--- src/hdl/ptmc_pkg.sv ---
// Package for the pinyin tone mark converter.
// Holds the tone key table, the style codes and the controller/datapath
// command and status structs. Depends on nothing.
`default_nettype none

package ptmc_pkg;

  localparam int unsigned MAX_KEY_BYTES = 4;
  localparam int unsigned KEY_COUNT     = 35;

  localparam logic [7:0] CHAR_ZERO = 8'h30;
  localparam logic [7:0] CHAR_NINE = 8'h39;

  // Style codes, sampled at the first byte of a string
  localparam logic [1:0] MODE_STRIP  = 2'd0;
  localparam logic [1:0] MODE_KEEP   = 2'd1;
  localparam logic [1:0] MODE_INLINE = 2'd2;
  localparam logic [1:0] MODE_END    = 2'd3;

  typedef logic [MAX_KEY_BYTES-1:0][7:0] win_t;

  // One entry of the key table; klen of zero means no match
  typedef struct packed {
    logic [2:0]       klen;
    logic [3:0][7:0]  key;
    logic [1:0]       plen;
    logic [1:0][7:0]  plain;
    logic [2:0]       tone;
  } key_t;

  // Controller to datapath
  typedef struct packed {
    logic load;        // take the input transaction
    logic decide;      // match at the window head and latch the bytes to send
    logic push_emit;   // send the next latched byte
    logic push_digit;  // send the held digit read from the buffer
    logic finish;      // mark the final byte and clear the string state
  } cmd_t;

  // Datapath to controller
  typedef struct packed {
    logic pass_item;      // the offered byte belongs to a keep-marks string
    logic win_full_next;  // window fills with the offered byte
    logic last_item;      // the offered byte ends the string
    logic draining;       // the string has seen its last byte
    logic win_empty;
    logic emit_done;      // all latched bytes sent
    logic flush_done;     // all held digits sent
    logic push_ok;        // the pending byte can move to the output
    logic end_mode;       // digits are held until the end
  } status_t;

  function automatic key_t mk(input logic [2:0] klen,
                              input logic [7:0] k0, input logic [7:0] k1,
                              input logic [7:0] k2, input logic [7:0] k3,
                              input logic [1:0] plen,
                              input logic [7:0] p0, input logic [7:0] p1,
                              input logic [2:0] tone);
    key_t e;
    e.klen     = klen;
    e.key[0]   = k0;
    e.key[1]   = k1;
    e.key[2]   = k2;
    e.key[3]   = k3;
    e.plen     = plen;
    e.plain[0] = p0;
    e.plain[1] = p1;
    e.tone     = tone;
    return e;
  endfunction

  // Tone-marked letters and what they reduce to
  function automatic key_t key_entry(input int k);
    key_t e;
    case (k)
      0:  e = mk(3'd2, 8'hC4, 8'h81, 8'h00, 8'h00, 2'd1, 8'h61, 8'h00, 3'd1);
      1:  e = mk(3'd2, 8'hC3, 8'hA1, 8'h00, 8'h00, 2'd1, 8'h61, 8'h00, 3'd2);
      2:  e = mk(3'd2, 8'hC7, 8'h8E, 8'h00, 8'h00, 2'd1, 8'h61, 8'h00, 3'd3);
      3:  e = mk(3'd2, 8'hC3, 8'hA0, 8'h00, 8'h00, 2'd1, 8'h61, 8'h00, 3'd4);
      4:  e = mk(3'd2, 8'hC4, 8'h93, 8'h00, 8'h00, 2'd1, 8'h65, 8'h00, 3'd1);
      5:  e = mk(3'd2, 8'hC3, 8'hA9, 8'h00, 8'h00, 2'd1, 8'h65, 8'h00, 3'd2);
      6:  e = mk(3'd2, 8'hC4, 8'h9B, 8'h00, 8'h00, 2'd1, 8'h65, 8'h00, 3'd3);
      7:  e = mk(3'd2, 8'hC3, 8'hA8, 8'h00, 8'h00, 2'd1, 8'h65, 8'h00, 3'd4);
      8:  e = mk(3'd2, 8'hC5, 8'h8D, 8'h00, 8'h00, 2'd1, 8'h6F, 8'h00, 3'd1);
      9:  e = mk(3'd2, 8'hC3, 8'hB3, 8'h00, 8'h00, 2'd1, 8'h6F, 8'h00, 3'd2);
      10: e = mk(3'd2, 8'hC7, 8'h92, 8'h00, 8'h00, 2'd1, 8'h6F, 8'h00, 3'd3);
      11: e = mk(3'd2, 8'hC3, 8'hB2, 8'h00, 8'h00, 2'd1, 8'h6F, 8'h00, 3'd4);
      12: e = mk(3'd2, 8'hC4, 8'hAB, 8'h00, 8'h00, 2'd1, 8'h69, 8'h00, 3'd1);
      13: e = mk(3'd2, 8'hC3, 8'hAD, 8'h00, 8'h00, 2'd1, 8'h69, 8'h00, 3'd2);
      14: e = mk(3'd2, 8'hC7, 8'h90, 8'h00, 8'h00, 2'd1, 8'h69, 8'h00, 3'd3);
      15: e = mk(3'd2, 8'hC3, 8'hAC, 8'h00, 8'h00, 2'd1, 8'h69, 8'h00, 3'd4);
      16: e = mk(3'd2, 8'hC5, 8'hAB, 8'h00, 8'h00, 2'd1, 8'h75, 8'h00, 3'd1);
      17: e = mk(3'd2, 8'hC3, 8'hBA, 8'h00, 8'h00, 2'd1, 8'h75, 8'h00, 3'd2);
      18: e = mk(3'd2, 8'hC7, 8'h94, 8'h00, 8'h00, 2'd1, 8'h75, 8'h00, 3'd3);
      19: e = mk(3'd2, 8'hC3, 8'hB9, 8'h00, 8'h00, 2'd1, 8'h75, 8'h00, 3'd4);
      20: e = mk(3'd2, 8'hC7, 8'h96, 8'h00, 8'h00, 2'd1, 8'h76, 8'h00, 3'd1);
      21: e = mk(3'd2, 8'hC7, 8'h98, 8'h00, 8'h00, 2'd1, 8'h76, 8'h00, 3'd2);
      22: e = mk(3'd2, 8'hC7, 8'h9A, 8'h00, 8'h00, 2'd1, 8'h76, 8'h00, 3'd3);
      23: e = mk(3'd2, 8'hC7, 8'h9C, 8'h00, 8'h00, 2'd1, 8'h76, 8'h00, 3'd4);
      24: e = mk(3'd2, 8'hC3, 8'hBC, 8'h00, 8'h00, 2'd1, 8'h76, 8'h00, 3'd0);
      25: e = mk(3'd2, 8'hC5, 8'h84, 8'h00, 8'h00, 2'd1, 8'h6E, 8'h00, 3'd2);
      26: e = mk(3'd2, 8'hC5, 8'h88, 8'h00, 8'h00, 2'd1, 8'h6E, 8'h00, 3'd3);
      27: e = mk(3'd2, 8'hC7, 8'hB9, 8'h00, 8'h00, 2'd1, 8'h6E, 8'h00, 3'd4);
      28: e = mk(3'd3, 8'h6D, 8'hCC, 8'h84, 8'h00, 2'd1, 8'h6D, 8'h00, 3'd1);
      29: e = mk(3'd3, 8'hE1, 8'hB8, 8'hBF, 8'h00, 2'd1, 8'h6D, 8'h00, 3'd2);
      30: e = mk(3'd3, 8'h6D, 8'hCC, 8'h80, 8'h00, 2'd1, 8'h6D, 8'h00, 3'd4);
      31: e = mk(3'd4, 8'hC3, 8'hAA, 8'hCC, 8'h84, 2'd2, 8'hC3, 8'hAA, 3'd1);
      32: e = mk(3'd3, 8'hE1, 8'hBA, 8'hBF, 8'h00, 2'd2, 8'hC3, 8'hAA, 3'd2);
      33: e = mk(3'd4, 8'hC3, 8'hAA, 8'hCC, 8'h8C, 2'd2, 8'hC3, 8'hAA, 3'd3);
      34: e = mk(3'd3, 8'hE1, 8'hBB, 8'h81, 8'h00, 2'd2, 8'hC3, 8'hAA, 3'd4);
      default: e = '0;
    endcase
    return e;
  endfunction

  // Longest key that fits in the filled part of the window; klen zero if none
  function automatic key_t key_match(input win_t win, input logic [2:0] count);
    key_t best;
    key_t e;
    logic ok;
    best = '0;
    for (int k = 0; k < KEY_COUNT; k++) begin
      e  = key_entry(k);
      ok = (e.klen <= count);
      for (int i = 0; i < MAX_KEY_BYTES; i++) begin
        if ((3'(i) < e.klen) && (win[i] != e.key[i])) begin
          ok = 1'b0;
        end
      end
      if (ok && (e.klen > best.klen)) begin
        best = e;
      end
    end
    return best;
  endfunction

endpackage

`default_nettype wire

--- src/hdl/ptmc_ram.sv ---
// Generic single-write, single-read RAM with registered read data.
// Used for the held digit buffer. No dependencies.
`default_nettype none

module ptmc_ram #(
  parameter int WIDTH  = 4,
  parameter int DEPTH  = 16,
  parameter int ADDR_W = (DEPTH > 1) ? $clog2(DEPTH) : 1
) (
  input  wire logic              clk,
  input  wire logic              we,
  input  wire logic [ADDR_W-1:0] waddr,
  input  wire logic [WIDTH-1:0]  wdata,
  input  wire logic [ADDR_W-1:0] raddr,
  output logic      [WIDTH-1:0]  rdata
);

  logic [WIDTH-1:0] mem [DEPTH];

  always_ff @(posedge clk) begin
    if (we) begin
      mem[waddr] <= wdata;
    end
    rdata <= mem[raddr];
  end

endmodule

`default_nettype wire

--- src/hdl/ptmc_ctrl.sv ---
// Sequencer for the converter: accepts bytes, steps decisions, emits,
// flushes held digits and closes each string. Depends on ptmc_pkg.
`default_nettype none

module ptmc_ctrl (
  input  wire logic              clk,
  input  wire logic              rst,
  input  wire logic              in_valid,
  output logic                   in_stall,
  input  wire ptmc_pkg::status_t sts,
  output ptmc_pkg::cmd_t         cmd
);
  import ptmc_pkg::*;

  typedef enum logic [5:0] {
    S_IDLE   = 6'b000001,
    S_DECIDE = 6'b000010,
    S_EMIT   = 6'b000100,
    S_RD     = 6'b001000,
    S_DIGIT  = 6'b010000,
    S_FINAL  = 6'b100000
  } state_t;

  state_t state;
  state_t state_next;
  logic   accept;

  assign in_stall = (state != S_IDLE);
  assign accept   = in_valid && (state == S_IDLE);

  // Next state and commands
  always_comb begin
    state_next     = state;
    cmd            = '0;
    cmd.load       = accept;
    case (state)
      S_IDLE: begin
        if (accept) begin
          if (sts.pass_item) begin
            state_next = S_EMIT;
          end else if (sts.last_item || sts.win_full_next) begin
            state_next = S_DECIDE;
          end
        end
      end
      S_DECIDE: begin
        cmd.decide = 1'b1;
        state_next = S_EMIT;
      end
      S_EMIT: begin
        if (sts.emit_done) begin
          if (!sts.draining) begin
            state_next = S_IDLE;
          end else if (!sts.win_empty) begin
            state_next = S_DECIDE;
          end else if (sts.end_mode) begin
            state_next = S_RD;
          end else begin
            state_next = S_FINAL;
          end
        end else if (sts.push_ok) begin
          cmd.push_emit = 1'b1;
        end
      end
      S_RD: begin
        // buffer read is issued here, data is there next cycle
        state_next = sts.flush_done ? S_FINAL : S_DIGIT;
      end
      S_DIGIT: begin
        if (sts.push_ok) begin
          cmd.push_digit = 1'b1;
          state_next     = S_RD;
        end
      end
      S_FINAL: begin
        if (sts.push_ok) begin
          cmd.finish = 1'b1;
          state_next = S_IDLE;
        end
      end
      default: begin
        state_next = S_IDLE;
      end
    endcase
  end

  always_ff @(posedge clk) begin
    if (rst) begin
      state <= S_IDLE;
    end else begin
      state <= state_next;
    end
  end

endmodule

`default_nettype wire

--- src/hdl/ptmc_dpath.sv ---
// Datapath of the converter: lookahead window, key match, emit list,
// pending byte, output register and held digit buffer.
// Depends on ptmc_pkg and ptmc_ram.
`default_nettype none

module ptmc_dpath #(
  parameter int DIGIT_DEPTH = 16
) (
  input  wire logic              clk,
  input  wire logic              rst,
  input  wire logic [7:0]        in_byte,
  input  wire logic [1:0]        mode,
  input  wire logic              in_last,
  input  wire ptmc_pkg::cmd_t    cmd,
  output ptmc_pkg::status_t      sts,
  output logic                   out_valid,
  input  wire logic              out_stall,
  output logic [7:0]             out_byte,
  output logic                   out_last,
  output logic                   digit_overflow
);
  import ptmc_pkg::*;

  localparam int AW = (DIGIT_DEPTH > 1) ? $clog2(DIGIT_DEPTH) : 1;
  localparam int CW = $clog2(DIGIT_DEPTH + 1);

  // String state
  win_t        win;
  logic [2:0]  win_count;
  logic [1:0]  active_mode;
  logic        in_string;
  logic        draining;
  logic [CW-1:0] held_count;
  logic [CW-1:0] flush_idx;
  logic        overflow_seen;

  // Latched decision
  logic [2:0][7:0] em_byte;
  logic [1:0]      em_cnt;
  logic [1:0]      em_idx;

  // Pending byte, held back so the final one can be marked
  logic [7:0] pend_byte;
  logic       pend_valid;

  logic [1:0] eff_mode;
  logic       push_ok;
  logic       push_any;
  logic [7:0] push_byte;
  logic       out_load;
  logic [3:0] ram_rdata;

  // Decision at the window head
  key_t            hit;
  logic            hit_any;
  logic [7:0]      tone_char;
  logic [2:0][7:0] dec_byte;
  logic [1:0]      dec_cnt;
  logic [2:0]      dec_used;
  logic            dec_hold;
  logic [3:0]      dec_digit;
  win_t            win_shift;
  logic [2:0]      shift_src;

  assign eff_mode  = in_string ? active_mode : mode;
  assign hit       = key_match(win, win_count);
  assign hit_any   = (hit.klen != 3'd0);
  assign tone_char = CHAR_ZERO + 8'(hit.tone);

  always_comb begin
    dec_byte  = '0;
    dec_cnt   = '0;
    dec_used  = 3'd1;
    dec_hold  = 1'b0;
    dec_digit = '0;
    if (hit_any) begin
      dec_byte[0] = hit.plain[0];
      dec_byte[1] = (hit.plen == 2'd2) ? hit.plain[1] : tone_char;
      dec_byte[2] = tone_char;
      dec_cnt     = hit.plen;
      dec_used    = hit.klen;
      if (hit.tone != 3'd0) begin
        if (active_mode == MODE_END) begin
          dec_hold  = 1'b1;
          dec_digit = {1'b0, hit.tone};
        end else if (active_mode == MODE_INLINE) begin
          dec_cnt = hit.plen + 2'd1;
        end
      end
    end else if ((active_mode == MODE_END) && (win[0] >= CHAR_ZERO) &&
                 (win[0] <= CHAR_NINE)) begin
      dec_hold  = 1'b1;
      dec_digit = win[0][3:0];
    end else begin
      dec_byte[0] = win[0];
      dec_cnt     = 2'd1;
    end
  end

  // Window after dropping the consumed bytes
  always_comb begin
    for (int i = 0; i < MAX_KEY_BYTES; i++) begin
      shift_src    = 3'(i) + dec_used;
      win_shift[i] = (shift_src < 3'(MAX_KEY_BYTES)) ? win[shift_src[1:0]] : 8'h00;
    end
  end

  // Status toward the controller
  assign push_ok  = !pend_valid || !out_valid || !out_stall;
  assign push_any = cmd.push_emit || cmd.push_digit;
  assign push_byte = cmd.push_emit ? em_byte[em_idx] : (CHAR_ZERO + 8'(ram_rdata));
  assign out_load = (push_any || cmd.finish) && pend_valid;

  always_comb begin
    sts               = '0;
    sts.pass_item     = (eff_mode == MODE_KEEP);
    sts.win_full_next = (win_count == 3'(MAX_KEY_BYTES - 1));
    sts.last_item     = in_last;
    sts.draining      = draining;
    sts.win_empty     = (win_count == 3'd0);
    sts.emit_done     = (em_idx == em_cnt);
    sts.flush_done    = (flush_idx == held_count);
    sts.push_ok       = push_ok;
    sts.end_mode      = (active_mode == MODE_END);
  end

  // String control state
  always_ff @(posedge clk) begin
    if (rst) begin
      win_count     <= '0;
      active_mode   <= MODE_STRIP;
      in_string     <= 1'b0;
      draining      <= 1'b0;
      held_count    <= '0;
      flush_idx     <= '0;
      overflow_seen <= 1'b0;
      em_cnt        <= '0;
      em_idx        <= '0;
    end else if (cmd.finish) begin
      win_count     <= '0;
      in_string     <= 1'b0;
      draining      <= 1'b0;
      held_count    <= '0;
      flush_idx     <= '0;
      overflow_seen <= 1'b0;
    end else begin
      if (cmd.load) begin
        active_mode <= eff_mode;
        in_string   <= 1'b1;
        draining    <= in_last;
        if (eff_mode == MODE_KEEP) begin
          em_cnt <= 2'd1;
          em_idx <= 2'd0;
        end else begin
          win_count <= win_count + 3'd1;
        end
      end
      if (cmd.decide) begin
        win_count <= win_count - dec_used;
        em_cnt    <= dec_cnt;
        em_idx    <= 2'd0;
        if (dec_hold) begin
          if (held_count < CW'(DIGIT_DEPTH)) begin
            held_count <= held_count + CW'(1);
          end else begin
            overflow_seen <= 1'b1;
          end
        end
      end
      if (cmd.push_emit) begin
        em_idx <= em_idx + 2'd1;
      end
      if (cmd.push_digit) begin
        flush_idx <= flush_idx + CW'(1);
      end
    end
  end

  // Window bytes and emit list payload
  always_ff @(posedge clk) begin
    if (cmd.load) begin
      if (eff_mode == MODE_KEEP) begin
        em_byte[0] <= in_byte;
      end else begin
        win[win_count[1:0]] <= in_byte;
      end
    end
    if (cmd.decide) begin
      win     <= win_shift;
      em_byte <= dec_byte;
    end
  end

  // Pending byte and output register
  always_ff @(posedge clk) begin
    if (rst) begin
      pend_valid <= 1'b0;
      out_valid  <= 1'b0;
    end else begin
      if (push_any) begin
        pend_valid <= 1'b1;
      end else if (cmd.finish) begin
        pend_valid <= 1'b0;
      end
      if (out_load) begin
        out_valid <= 1'b1;
      end else if (!out_stall) begin
        out_valid <= 1'b0;
      end
    end
  end

  always_ff @(posedge clk) begin
    if (push_any) begin
      pend_byte <= push_byte;
    end
    if (out_load) begin
      out_byte       <= pend_byte;
      out_last       <= cmd.finish;
      digit_overflow <= cmd.finish && overflow_seen;
    end
  end

  // Held digit buffer
  ptmc_ram #(
    .WIDTH (4),
    .DEPTH (DIGIT_DEPTH)
  ) u_digits (
    .clk   (clk),
    .we    (cmd.decide && dec_hold && (held_count < CW'(DIGIT_DEPTH))),
    .waddr (held_count[AW-1:0]),
    .wdata (dec_digit),
    .raddr (flush_idx[AW-1:0]),
    .rdata (ram_rdata)
  );

`ifndef NO_ASSERTIONS
  // A byte is never moved onto an output that is still occupied
  a_push_safe: assert property (@(posedge clk) disable iff (rst)
    (cmd.push_emit || cmd.push_digit || cmd.finish) |-> push_ok)
    else $error("push while output register busy");

  a_held_bound: assert property (@(posedge clk) disable iff (rst)
    held_count <= CW'(DIGIT_DEPTH))
    else $error("held digit count beyond buffer depth");

  a_win_bound: assert property (@(posedge clk) disable iff (rst)
    win_count <= 3'(MAX_KEY_BYTES))
    else $error("window count beyond key length");

  // Closing a string leaves nothing behind
  a_finish_clear: assert property (@(posedge clk) disable iff (rst)
    cmd.finish |=> (win_count == 3'd0 && !in_string && !pend_valid &&
                    held_count == '0))
    else $error("string state not cleared at finish");
`endif

endmodule

`default_nettype wire

--- src/hdl/pinyin_tone_mark_converter_core.sv ---
// Top level of the pinyin tone mark converter: controller plus datapath.
// Depends on ptmc_pkg, ptmc_ctrl, ptmc_dpath (and ptmc_ram below it).
//
//   channel  direction  handshake            payload
//   input    in         in_valid / in_stall  in_byte, mode, in_last
//   output   out        out_valid / out_stall out_byte, out_last, digit_overflow
//
// A byte that only fills the lookahead window needs no further step. A byte that
// triggers a decision goes through a decide step and then emit steps for the
// bytes it produces (a keep-marks byte skips the decide step); at the end of a
// string the window drains one decision at a time; in digits-at-end strings the
// held digits then go out, each as a buffer read and then a send, followed by a
// buffer check, and every string ends with a closing step.
// Each output byte is held one step in a pending register so the final one
// can carry out_last; output stalls hold the sequencer, input is stalled
// whenever a transaction is in work. Synchronous reset clears all control.
`default_nettype none

module pinyin_tone_mark_converter_core #(
  parameter int DIGIT_DEPTH = 16
) (
  input  wire logic       clk,
  input  wire logic       rst,
  input  wire logic       in_valid,
  output logic            in_stall,
  input  wire logic [7:0] in_byte,
  input  wire logic [1:0] mode,
  input  wire logic       in_last,
  output logic            out_valid,
  input  wire logic       out_stall,
  output logic [7:0]      out_byte,
  output logic            out_last,
  output logic            digit_overflow
);
  import ptmc_pkg::*;

  cmd_t    cmd;
  status_t sts;

  ptmc_ctrl u_ctrl (
    .clk      (clk),
    .rst      (rst),
    .in_valid (in_valid),
    .in_stall (in_stall),
    .sts      (sts),
    .cmd      (cmd)
  );

  ptmc_dpath #(
    .DIGIT_DEPTH (DIGIT_DEPTH)
  ) u_dpath (
    .clk            (clk),
    .rst            (rst),
    .in_byte        (in_byte),
    .mode           (mode),
    .in_last        (in_last),
    .cmd            (cmd),
    .sts            (sts),
    .out_valid      (out_valid),
    .out_stall      (out_stall),
    .out_byte       (out_byte),
    .out_last       (out_last),
    .digit_overflow (digit_overflow)
  );

endmodule

`default_nettype wire

--- config.mk ---
export PLATFORM = sky130hd
export DESIGN_NAME = pinyin_tone_mark_converter_core
export DESIGN_NICKNAME = d
export VERILOG_FILES = /design/src/hdl/ptmc_pkg.sv /design/src/hdl/ptmc_ram.sv /design/src/hdl/ptmc_ctrl.sv /design/src/hdl/ptmc_dpath.sv /design/src/hdl/pinyin_tone_mark_converter_core.sv
export SDC_FILE = /design/constraint.sdc
export NUM_CORES = 1
export LEC_CHECK = 0
export ABC_AREA = 1
export BUFFER_PORTS_ARGS = -buffer_cell sky130_fd_sc_hd__buf_2
export CORE_AREA = 2 2 177 196
export CTS_BUF_LIST = sky130_fd_sc_hd__clkbuf_4
export DETAILED_ROUTE_END_ITERATION = 12
export DIE_AREA = 0 0 179 198
export GPL_TIMING_DRIVEN = 0
export MAX_ROUTING_LAYER = met4
export SLEW_MARGIN = 40
export SYNTH_ARGS = -nofsm -noshare
export SYNTH_HDL_FRONTEND = slang
export SYNTH_HIERARCHICAL = 1
export SYNTH_SLANG_ARGS = --single-unit
--- constraint.sdc ---
create_clock -name clk -period 5.6 [get_ports clk]
set_input_delay 0.84 -clock clk [delete_from_list [all_inputs] [get_ports clk]]
set_output_delay 0.84 -clock clk [all_outputs]
set_load 0.01 [all_outputs]
==> run_results.csv <==
group,metric,value,unit
run_status,outcome,"complete, no violations",
timing,finalCriticalPeriod,4.93,ns
route,antenna_left,0,
setup_path,regToRegStartpoint,"u_dpath/win[11]",
route,drc_errors,0,
final_layout,multi_input_area,4230,um2
route,vias,8958,
power,p_seq_share,49.7,%
grt,grt_pass1_wl,46400,um
final_layout,area_growth,10.4,%
grt,grt_use_total,17.7,%
setup_path,path_max_fanout,10,
die,start_util,29.4,%
timing,tightest_slew,0.825,ns
timing,slew_headroom,44.8,%
logic_synthesis,synth.most_common_cell,"nand2_1",
power,p_clk_share,22.9,%
clocking,numCtsBuffers,17,
power,p_leak,4.71,nW
final_layout,num-fill-cells,3570,
power,irDropWorstVdd,0.158,mV
route,drt_first_pass_iters,6,
logic_synthesis,postSynthCellCount,1301,
logic_synthesis,synth_top_area_cell,"edfxtp_1",
final_layout,final_cell_count_no_fill,1801,
placement,dpl.cell_count,1767,
logic_synthesis,synth_nets,1322,
timing,timing.fmax,0.203,GHz
timing,layout_setup_ws,0.673,ns
setup_path,rrSetupSlack,0.67,ns
logic_synthesis,synth-seq-area-share,46.9,%
setup_path,critPathRequiredTime,5.98,ns
grt,grt_max_degree,18,
timing,finClkSkew,0.0240,ns
clocking,postCtsResizedCells,0,
die,die_w,179,um
placement,port_buffers,26,
route,drt_iter0_drc,837,
power,p_per_area,288,nW/um2
setup_path,crit_type,"register to register",
clocking,path_clk_slew,0.16,ns
timing,hold_slack,0.439,ns
job,drv_cap,0,
clocking,cts_tree,"built",
power,p_comb_share,27.3,%
placement,gp_congestion,1.02,
die,io-pin-count,27,
timing,rsz0062_at_grt,"false",
logic_synthesis,ys_ff_latch,166,
clocking,cts_buffer_depth,2,
final_layout,drive_above_1_share,10.2,%
placement,dp_slack,0.776,ns
power,p_sw_share,38.8,%
timing,tns,0,ns
clocking,h-tree-depth,4,
logic_synthesis,synth-edff-count,132,
grt,antenna_found_initial,1,
grt,grt_overflow,0,
grt,grt_pass1_vias,8234,
placement,hpwl,23600,um
die,core_area,33700,um2
timing,slew_violations,0,
logic_synthesis,yosysWarnings,6,
logic_synthesis,synth_ff_type,"edfxtp_1",
logic_synthesis,async_flop_share,0,%
power,p_sw,1.22,mW
setup_path,reg2reg_to,"u_dpath/win[9]",
setup_path,crit_path_start_kind,"register",
timing,finalHoldViolCount,0,
hold_path,min_from,"u_dpath/pend_byte[6]",
timing,report.final.setup_viol,0,
clocking,postCtsSetupBuffers,0,
die,num_rows,71,
setup_path,r2r_cells,20,
clocking,cts-hold-fix-buffers,0,
clocking,clock-sinks,166,
logic_synthesis,synth_cell_types,52,
final_layout,seqCellArea,4640,um2
die,die_height,198,um
hold_path,min_to,"u_dpath/out_byte[6]",
route,wl,30200,um
clocking,cts_root_buf,"clkbuf_4",
timing,timing.final.crit_share,88.0,%
logic_synthesis,syn_area,9910,um2
die,dieArea,35400,um2
logic_synthesis,netlist_top_cells_area,"edfxtp_1, nand2_1, inv_1, nand3_1, dfxtp_1",
logic_synthesis,synthTopCellsByCount,"nand2_1, inv_1, nor2_1",
hold_path,min_path_type,"register to register",
final_layout,fin_nets,1369,
hold_path,min_delay_path_depth,0,
clocking,clock_latency,0.60,ns
setup_path,worstPathArrival,5.30,ns
placement,placed_cell_area,10600,um2
setup_path,end_kind,"register",
route,wl_per_cell,16.8,um
logic_synthesis,synth_top_area_share,40.0,%
power,internal_power,1.93,mW
logic_synthesis,avgSynthCellArea,7.62,um2
route,viasPerCell,4.97,
final_layout,final_area,10900,um2
## critical path, stage by stage, from the launching register on
cell	delay [ns]
edfxtp_1	0.56
inv_2	0.09
nor2_1	0.09
inv_1	0.08
nor2_1	0.34
clkinv_1	0.42
nor4_1	0.32
nand3_1	0.34
nand3_1	0.39
inv_1	0.12
nand4_4	0.24
nand2_4	0.10
buf_4	0.19
inv_1	0.09
ha_1	0.22
clkbuf_1	0.21
inv_1	0.22
clkbuf_1	0.40
nand2_1	0.12
nand3_1	0.10
nand2_1	0.07
## area by class of cell
cell class / count / share of cell area (%)
Sequential cell: 166 / 42.5
Multi-Input combinational cell: 878 / 38.7
Inverter: 223 / 7.73
Tap cell: 438 / 5.01
Buffer: 34 / 2.05
Clock inverter: 15 / 1.50
Timing Repair Buffer: 28 / 1.40
Clock buffer: 17 / 1.17
Antenna cell: 2 / 0.0457
## stage by stage
stage / power [mW] / util (%)
detailed placement: 2.44 / 31.6
floorplan: 2.15 / -
global placement: 2.42 / 31.5
CTS: 3.15 / 32.5
finish: 3.15 / 32.5
global route: 3.32 / 32.5
## sequential cells by signal, summed over array words and instances (netlist names), 2 cells and up
| signal | flops |
|---|---|
| u_ctrl/state | 6 |
| u_dpath/active_mode | 2 |
| u_dpath/win_count | 3 |
| u_dpath/win | 32 |
| u_dpath/u_digits/rdata | 4 |
| u_dpath/em_cnt | 2 |
| u_dpath/out_byte | 8 |
| u_dpath/em_byte | 18 |
| u_dpath/pend_byte | 8 |
| u_dpath/held_count | 5 |
| u_dpath/em_idx | 2 |
| u_dpath/flush_idx | 5 |
| u_dpath/u_digits/mem | 64 |
## placed cells by master, fill, tap and decap left out, types with 3 or more instances in the layout
cell type / netlist / layout
a21oi_1: 33 / 30
a21oi_2: 1 / 4
a31oi_1: 5 / 5
buf_2: 5 / 31
buf_4: 10 / 10
buf_6: 7 / 9
clkbuf_1: 10 / 10
clkbuf_4: 0 / 17
clkinv_1: 3 / 4
clkinv_4: 0 / 4
dfxtp_1: 34 / 34
edfxtp_1: 132 / 132
ha_1: 5 / 5
inv_1: 202 / 202
inv_2: 15 / 15
inv_6: 1 / 6
nand2_1: 331 / 331
nand2_2: 6 / 6
nand3_1: 150 / 150
nand3_2: 5 / 5
nand3b_1: 4 / 4
nand4_1: 33 / 33
nor2_1: 154 / 153
nor2_2: 5 / 6
nor2_4: 5 / 5
nor3_1: 43 / 43
nor3_2: 3 / 3
nor4_1: 14 / 14
o2111ai_1: 3 / 3
o21ai_0: 34 / 33
o311ai_0: 3 / 3
o32ai_1: 8 / 8
xor2_1: 6 / 6
## power by group through the flow
stage          clock network (mW)  registers (mW)  logic (mW)
2_1_floorplan                   0            1.56       0.594
3_3_place_gp                    0            1.59       0.829
3_5_place_dp                    0            1.59       0.844
4_1_cts                     0.743            1.56       0.847
5_1_grt                     0.792            1.58       0.953
6_report                    0.723            1.57       0.862
## routing by layer
| metal | vias up | global-route usage, % | share of wire [%] |
|---|---|---|---|
| met5 | - | - | 0 |
| li1 | 4376 | - | - |
| met2 | 327 | 29.1 | 48 |
| met1 | 4200 | 22.4 | 44 |
| met3 | 55 | 2.36 | 5.6 |
| met4 | 0 | 5.99 | 2.7 |
## worst max path at each step
stage                         startpoint              end  slack, ns  depth (start not counted)
global placement    u_dpath/win_count[2]   u_dpath/win[9]       0.76                         26
detailed placement  u_dpath/win_count[2]   u_dpath/win[9]       0.78                         26
CTS                 u_dpath/win_count[2]   u_dpath/win[9]       0.78                         26
floorplan                 u_dpath/win[7]  u_dpath/win[24]       1.88                         28
global route        u_dpath/win_count[2]  u_dpath/win[10]       0.33                         26
finish                   u_dpath/win[11]   u_dpath/win[9]       0.67                         20
## kinds of logic (layout without fill, tap and decap cells)
kind of cell	Yosys count	in the layout	share of synthesized area [%]
and+or+nand+nor	764	764	34.8
buffers and inverters	257	317	10.8
AOI/OAI and AO/OA	99	99	5.92
other	0	2	0
DFF	166	166	46.9
adders and majority gates	6	6	0.833
muxes	2	2	0.202
xor gates and xnor gates	7	7	0.618
Note: power is estimated with default switching activity, not from simulation.
